[config.mk]
export PLATFORM = sky130hd
export DESIGN_NAME = tds_ctrl
export DESIGN_NICKNAME = d
export VERILOG_FILES = /design/src/rtl/core/tridiagonal_solver_assert.svh /design/src/rtl/core/tds_pkg.sv /design/src/rtl/core/tds_ctrl.sv
export SDC_FILE = /design/constraint.sdc
export NUM_CORES = 1
export LEC_CHECK = 0
export ABC_AREA = 1
export BUFFER_PORTS_ARGS = -buffer_cell sky130_fd_sc_hd__buf_2
export CAP_MARGIN = 20
export CORE_MARGIN = 5
export CORE_UTILIZATION = 57
export CTS_BUF_LIST = sky130_fd_sc_hd__clkbuf_16
export CTS_CLUSTER_DIAMETER = 80
export DETAILED_ROUTE_END_ITERATION = 8
export PLACE_DENSITY = 0.81
export SLEW_MARGIN = 20
export SYNTH_ARGS = -nofsm -noshare
export SYNTH_HDL_FRONTEND = slang
export SYNTH_SLANG_ARGS = --single-unit
[constraint.sdc]
create_clock -name i_clk -period 2.7 [get_ports i_clk]
set_input_delay 0.54 -clock i_clk [delete_from_list [all_inputs] [get_ports i_clk]]
set_output_delay 0.54 -clock i_clk [all_outputs]
set_load 0.005 [all_outputs]
[src/rtl/core/tridiagonal_solver_assert.svh]
// assertion macros for the tridiagonal solver
// used by the top level only
`ifndef TRIDIAGONAL_SOLVER_ASSERT_SVH
`define TRIDIAGONAL_SOLVER_ASSERT_SVH
`define TDS_ASSERT_IMPL(label, clk, rst_n, a, c) \
    label: assert property (@(posedge clk) disable iff (!rst_n) (a) |-> (c)) \
        else $error("tds check failed");
`define TDS_ASSERT_NEXT(label, clk, rst_n, a, c) \
    label: assert property (@(posedge clk) disable iff (!rst_n) (a) |=> (c)) \
        else $error("tds check failed");
`endif

[src/rtl/core/tds_pkg.sv]
// shared types and constants for the tridiagonal solver
// no dependencies
`timescale 1ns / 1ps
package tds_pkg;
    localparam int MaxRows = 64;
    localparam int DataWidth = 32;
    localparam int FracBits = 16;
    localparam int RowW = $clog2(MaxRows);
    localparam int CntW = RowW + 1;
    localparam int ProdW = 2 * DataWidth;
    localparam int NumW = DataWidth + FracBits;

    typedef logic signed [DataWidth-1:0] t_word;

    typedef struct packed {
        t_word sub_diagonal;
        t_word diagonal;
        t_word super_diagonal;
        t_word rhs;
        logic  last_row;
    } t_in;

    typedef struct packed {
        t_word           solution;
        logic [RowW-1:0] row_index;
        logic            pivot_error;
        logic            last_result;
    } t_out;

    typedef enum logic [3:0] {
        S_LOAD, S_FRD, S_FDIV, S_FMUL, S_FWR, S_BRD, S_BMUL, S_BDIV,
        S_BWR, S_EMIT, S_OUT
    } t_state;

    // controller to datapath
    typedef struct packed {
        logic            load;
        logic [RowW-1:0] rd_row;
        logic            fwd_div;
        logic            fwd_mul;
        logic            fwd_wr;
        logic            bwd_mul;
        logic            bwd_div;
        logic            bwd_wr;
        logic            clr_err;
        logic [RowW-1:0] row;
    } t_cmd;

    // datapath to controller
    typedef struct packed {
        logic div_busy;
    } t_sts;

    function automatic t_word sat(input logic signed [ProdW:0] v);
        logic signed [ProdW:0] hi;
        logic signed [ProdW:0] lo;
        hi = (ProdW+1)'(signed'({1'b0, {(DataWidth-1){1'b1}}}));
        lo = -hi - 1;
        if (v > hi) return t_word'(hi);
        if (v < lo) return t_word'(lo);
        return t_word'(v);
    endfunction
endpackage

[src/rtl/core/tds_ctrl.sv]
// controller state machine sequencing load, elimination, substitution, output
// depends on tds_pkg
`timescale 1ns / 1ps
module tds_ctrl (
    input  logic          i_clk,
    input  logic          i_rst_n,
    input  logic          i_in_valid,
    input  logic          i_in_last,
    output logic          o_in_ready,
    input  logic          i_out_ready,
    output logic          o_out_valid,
    output logic [tds_pkg::RowW-1:0] o_out_row,
    input  tds_pkg::t_sts i_sts,
    output tds_pkg::t_cmd o_cmd
);
    import tds_pkg::*;

    t_state r_st, n_st;
    logic [CntW-1:0] r_n, n_n;
    logic [CntW-1:0] r_i, n_i;
    logic r_go, n_go;
    logic w_acc;

    assign w_acc = i_in_valid && o_in_ready;

    always_comb begin
        n_st = r_st;
        n_n = r_n;
        n_i = r_i;
        unique case (r_st)
            S_LOAD: if (w_acc) begin
                if (r_n != CntW'(MaxRows)) n_n = r_n + 1'b1;
                if (i_in_last) begin
                    n_i = CntW'(1);
                    n_st = S_FRD;
                end
            end
            S_FRD: begin
                if (r_i >= r_n) begin
                    // back substitution starts at the last row held
                    n_i = r_n - 1'b1;
                    n_st = S_BRD;
                end else begin
                    n_st = S_FDIV;
                end
            end
            S_FDIV: if (!i_sts.div_busy) n_st = S_FMUL;
            S_FMUL: n_st = S_FWR;
            S_FWR: begin
                n_i = r_i + 1'b1;
                n_st = S_FRD;
            end
            S_BRD: n_st = S_BMUL;
            S_BMUL: n_st = S_BDIV;
            S_BDIV: if (!i_sts.div_busy) n_st = S_BWR;
            S_BWR: n_st = S_EMIT;
            S_EMIT: n_st = S_OUT;
            S_OUT: if (i_out_ready) begin
                if (r_i == '0) begin
                    n_n = '0;
                    n_st = S_LOAD;
                end else begin
                    n_i = r_i - 1'b1;
                    n_st = S_BRD;
                end
            end
            default: n_st = S_LOAD;
        endcase
        // divider starts on the first cycle of a divide state
        n_go = (n_st != r_st) && (n_st == S_FDIV || n_st == S_BDIV);
    end

    always_comb begin
        o_cmd = '0;
        o_cmd.row = r_n[RowW-1:0];
        o_cmd.rd_row = r_i[RowW-1:0];
        o_in_ready = 1'b0;
        o_out_valid = 1'b0;
        unique case (r_st)
            S_LOAD: begin
                o_in_ready = 1'b1;
                o_cmd.load = i_in_valid && (r_n != CntW'(MaxRows));
                o_cmd.clr_err = w_acc && i_in_last;
            end
            S_FDIV: o_cmd.fwd_div = r_go;
            S_FMUL: o_cmd.fwd_mul = 1'b1;
            S_FWR: begin
                o_cmd.fwd_wr = 1'b1;
                o_cmd.row = r_i[RowW-1:0];
            end
            S_BMUL: o_cmd.bwd_mul = 1'b1;
            S_BDIV: o_cmd.bwd_div = r_go;
            S_BWR: begin
                o_cmd.bwd_wr = 1'b1;
                o_cmd.row = r_i[RowW-1:0];
            end
            S_OUT: o_out_valid = 1'b1;
            default: ;
        endcase
        o_out_row = r_i[RowW-1:0];
    end

    always_ff @(posedge i_clk) begin
        if (!i_rst_n) begin
            r_st <= S_LOAD;
            r_n <= '0;
            r_i <= '0;
            r_go <= 1'b0;
        end else begin
            r_st <= n_st;
            r_n <= n_n;
            r_i <= n_i;
            r_go <= n_go;
        end
    end
endmodule

== After elaboration in Yosys (flattened, before gate mapping) ==
Index checks and enable logic that the tools add are counted.
Operators by class
  multiplexer cells: 30
  equal/unequal tests: 21
  add/subtract/negate cells: 4
  magnitude comparators: 1
  reductions and logical operators: 12
Operator list (count)
  two-way mux 7 bit: 9
  one-hot mux 4 bit (11 select lines): 1
  one-hot mux 7 bit (4 select lines): 1
  == test 4 x 3 -> 1 bit, second input constant: 5
  two-way mux 4 bit: 5
  adder 7 x 1 -> 7 bit, second input constant: 2
  inequality test 2 bit, second input constant: 7
  one-hot mux 7 bit (2 select lines): 1
  subtractor 7 x 1 -> 7 bit, second input constant: 2
  == test 4 x 2 -> 1 bit, second input constant: 3
  == test 4 bit, second input constant: 3
  two-way mux 1 bit: 10
  >= comparator 7 bit: 1
  logical NOT 7 bit: 1
  inequality test 7 bit, second input constant: 1
  two-way mux 3 bit: 2
  two-way mux 6 bit: 1
  AND reduction 6 bit: 1
  AND reduction 5 bit: 1
  == test 4 x 1 -> 1 bit, second input constant: 1
  logical AND 1 bit: 4
  logical NOT 4 bit: 1
  inequality test 4 bit: 1
  nonzero test 4 bit: 1
  3 further kinds: 3
Storage, ports and cells
  flip-flop bits (word level): 19
  input bits: 6
  output and inout bits: 28
  word-level logic and storage cells: 72

== Logic depth before layout (Yosys ltp) ==
  depth in word-level cells: 8
  mapped depth: 14

== Worst setup path before layout ==
OpenSTA, ideal clock, no wires.
  path kind: register to register
  start: register r_st[1]
  end: register r_i[5]
  cell stages (with the launch flop): 12
  setup time: 0.112 ns
  setup slack: 0.803 ns
  data arrival time: 1.786 ns
  data required time: 2.588 ns
  buffers on the path: 0
  cell sequence: dfxtp_1 > nand2_1 > nor2_2 > ha_1 > a21oi_1 > o21ai_0 > nor2_1 > nand2_1 > nand2_1 > nor2_1 > nor2_1 > nor2_1
Between the ends
  word-level cells in the longest chain between the ends: 5
  elaborated cells between the ends (all ways): 14
Ends and longest elaborated chain
  start, declared: RTL line tds_ctrl.sv:18  | t_state r_st, n_st;
  start signal, assigned: RTL line tds_ctrl.sv:110  | r_st <= n_st;
  logical NOT 4 bit: RTL line tds_ctrl.sv:30, tds_ctrl.sv:79
  two-way mux 1 bit: RTL line tds_ctrl.sv:79  | unique case (r_st)
  logical AND 1 bit: RTL line tds_ctrl.sv:24  | assign w_acc = i_in_valid && o_in_ready;
  inequality test 2 bit (no source line)
  AND reduction 6 bit (no source line)
  end signal, assigned: RTL line tds_ctrl.sv:112  | r_i <= n_i;
  end, declared: RTL line tds_ctrl.sv:20  | logic [CntW-1:0] r_i, n_i;
Several ways; a longest one is shown, not always the timed one.
A chain may end at the register's enable or synchronous reset.

==> impl_results.md <==
- Status: finished, final reports clean
- Syn avg cell area: 5.89 sq um
- Synthesized area: 1970 sq um
- DR iter-0 viols: 173
- Initial DRT Pass Iterations: 5
- FF+latch count, synth: 19
- Clk sinks: 19
- Worst hold path class: flop to flop
- Root buf cell: clkbuf_16
- Final ANT Viol Nets: 0
- Layout cells sized above 1: 0.171
- Min Hold Slack: 0.506 ns
- Drt wl/cell: 12.0 microns
- Max Clk Rate: 0.436 GHz
- Total track usage: 0.220
- Final cell count without fillers: 402
- Min-delay src: r_n[1]$_SDFFE_PN0P_
- Asr flop ratio synth: 0
- Post-detail-place hpwl: 3850 microns
- Hold Fails Final Rpt: 0
- Port bufs: 33
- Worst VDD drop: 486 uV
- Post-Syn Instances: 334
- Vias: 2,117
- Cells on Worst Hold Path: 2
- Die height: 68.7 microns
- Fin. max-slew vios: 0
- IO Count: 34
- Vias per cell: 5.27
- Hold Crit Endpoint: r_n[1]$_SDFFE_PN0P_
- Minimum clock period: 2.30 ns
- Clock-pin transition on the worst setup and hold timing paths: 0.05 ns
- Post-Route Setup TNS: 0 ns
- CP Capture Type: primary output
- Critical Path RT: 2.16 ns
- Worst-skew pair later-pin latency: 0.25 ns
- Seq/Total Area, Yosys: 0.194
- Post-Syn Nets: 355
- CP arrival: 1.76 ns
- Startpoint Class: flop
- Die Wd: 68.7 microns
- Worst R2R Start: r_st[1]$_SDFF_PN0_
- Fin nets: 378
- First-pass GRT wire length: 7980 microns
- CTS tree: yes
- Largest net degree at the start of global routing: 14
- P_leak: 1.21 nW
- Post-synth EDFFs: 0
- Antenna cells: 0
- Final GP Congestion: 0.880
- Total CTS buffers: 3
- Setup CP Type: flop to primary output
- Reg-to-reg endpoint: r_i[5]$_SDFFE_PN0P_
- Drt drc: 0
- Synthesis-to-finish area growth: 9.93%
- WL final: 4820 microns
- DP Cell Count: 398
- CP Max Fanout: 13
- Main synth FF type: dfxtp_1
- Post-cts hold buffer count: 0
- Clock Tree Buf Depth: 2
- Max_slew headroom: 0.732
- R2R Setup Slk: 0.60 ns
- Worst Skew: 0.00585 ns
- YS warnings: 0
- Maxcap violations: 0
- Post-CTS sizing: 0
- Starting Density: 0.589
- R2R depth: 11
- # rows: 21
- Final setup viols: 0
- Depth of the CTS H-tree: 1
- Antenna violations before repair: 0
- Die outline area: 4720 sq um
- Library cells used by synthesis: 31
- Post-CTS setup buffer count: 0
- Vias in the first global route: 1,824
- Global route overflow: 0
- Final period utilization: 0.850
- Tightest Pin Transition: 0.402 ns
- RSZ-0062 raised after global routing: no
- Core footprint: 3340 sq um
- Power Density: 916 nW/um^2
==> synth_stat cells (2+ instances only) <==
cell type  number  area share
nand2_1       100        0.19
nor2_1         47       0.090
inv_1          42       0.080
nand3_1        20       0.051
dfxtp_1        19        0.19
a21oi_1        16       0.041
ha_1           14       0.089
o21ai_0        13       0.033
buf_4          12       0.046
inv_2           6       0.011
nand4_1         6       0.019
nor2_2          6       0.019
nand2_2         4       0.013
nor3_1          4       0.010
xor2_1          4       0.018
o22ai_1         3      0.0095
buf_2           2      0.0051
nand2_4         2       0.011
nor2_4          2       0.011
==> kinds of logic (layout without fill, tap and decap cells) <==
family	count (synthesis)	after routing	synth area share
AND/OR/NAND/NOR	197	197	0.445
adder cells (fa/ha/maj)	15	15	0.0993
flip-flops	19	19	0.194
AO/OA/AOI/OAI	34	34	0.0898
XOR/XNOR	5	5	0.0223
buffers and inverters	64	86	0.150
==> metal layers <==
metal | wire (microns) | part of all wire | up-vias | GRT usage
li1 | - | - | 1086 | -
met1 | 2240 | 0.46 | 943 | 0.307
met2 | 2110 | 0.44 | 78 | 0.347
met3 | 351 | 0.073 | 10 | 0.0178
met4 | 114 | 0.024 | 0 | 0.0949
met5 | 0 | 0 | - | 0
==> flip-flops by register name (all words and copies together), names as in the netlist <==
| register | cells |
|---|---|
| r_go | 1 |
| r_i | 7 |
| r_n | 7 |
| r_st | 4 |
==> worst max-delay path, stage by stage, from the launching register on <==
cell,delay [ns]
dfxtp_1,0.42
inv_2,0.07
nor2_2,0.18
nand2_2,0.13
nand2_1,0.31
nand2_1,0.10
o21ai_0,0.12
buf_2,0.16
==> layout by cell type, fill, tap and decap left out, types with 6 or more instances in the layout <==
cell and count:
nand2_1 100, nor2_1 47, inv_1 42, buf_2 33, nand3_1 20, dfxtp_1 19, a21oi_1 16, ha_1 14
o21ai_0 13, inv_2 6, nor2_2 6, nand4_1 6
==> where the power goes <==
| part | switching, mW | total (mW) | leakage [nW] | internal (mW) |
|---|---|---|---|---|
| Sequential | 0.107 | 0.458 | 0.155 | 0.351 |
| Combinational | 0.774 | 1.21 | 1.01 | 0.436 |
| Clock | 0.112 | 0.311 | 0.0409 | 0.199 |
==> worst max-delay path by stage <==
stage	start	end	slack, ns	cells after the start
2_1_floorplan	r_st[1]$_SDFF_PN0_	r_i[5]$_SDFFE_PN0P_	0.80	11
3_3_place_gp	r_st[1]$_SDFF_PN0_	r_i[5]$_SDFFE_PN0P_	0.67	11
3_5_place_dp	r_st[1]$_SDFF_PN0_	r_i[5]$_SDFFE_PN0P_	0.64	11
4_1_cts	r_st[3]$_SDFF_PN0_	o_cmd[4]	0.43	7
5_1_grt	r_st[3]$_SDFF_PN0_	o_cmd[4]	0.22	7
6_report	r_st[2]$_SDFF_PN0_	o_cmd[4]	0.40	7
==> cell type report <==
type	instances	area (sq um)
clock buffers	3	75.1
clock inverters	1	5.00
fillers	335	1180
inverters	48	180
multi-input cells	251	1290
flip-flops and latches	19	380
well taps	46	57.6
repair buffers	34	173
==> through the flow <==
stage | utilization | setup WS (ns) | cell area (sq um) | power, mW
after floorplan | - | 0.803 | 1970 | 1.44
after global placement | 0.624 | 0.674 | 2080 | 1.65
after detailed placement | 0.624 | 0.636 | 2080 | 1.66
after CTS | 0.648 | 0.430 | 2160 | 1.98
after global routing | 0.648 | 0.221 | 2160 | 2.19
final | 0.648 | 0.405 | 2160 | 1.98
Note: power is estimated with default switching activity, not from simulation.
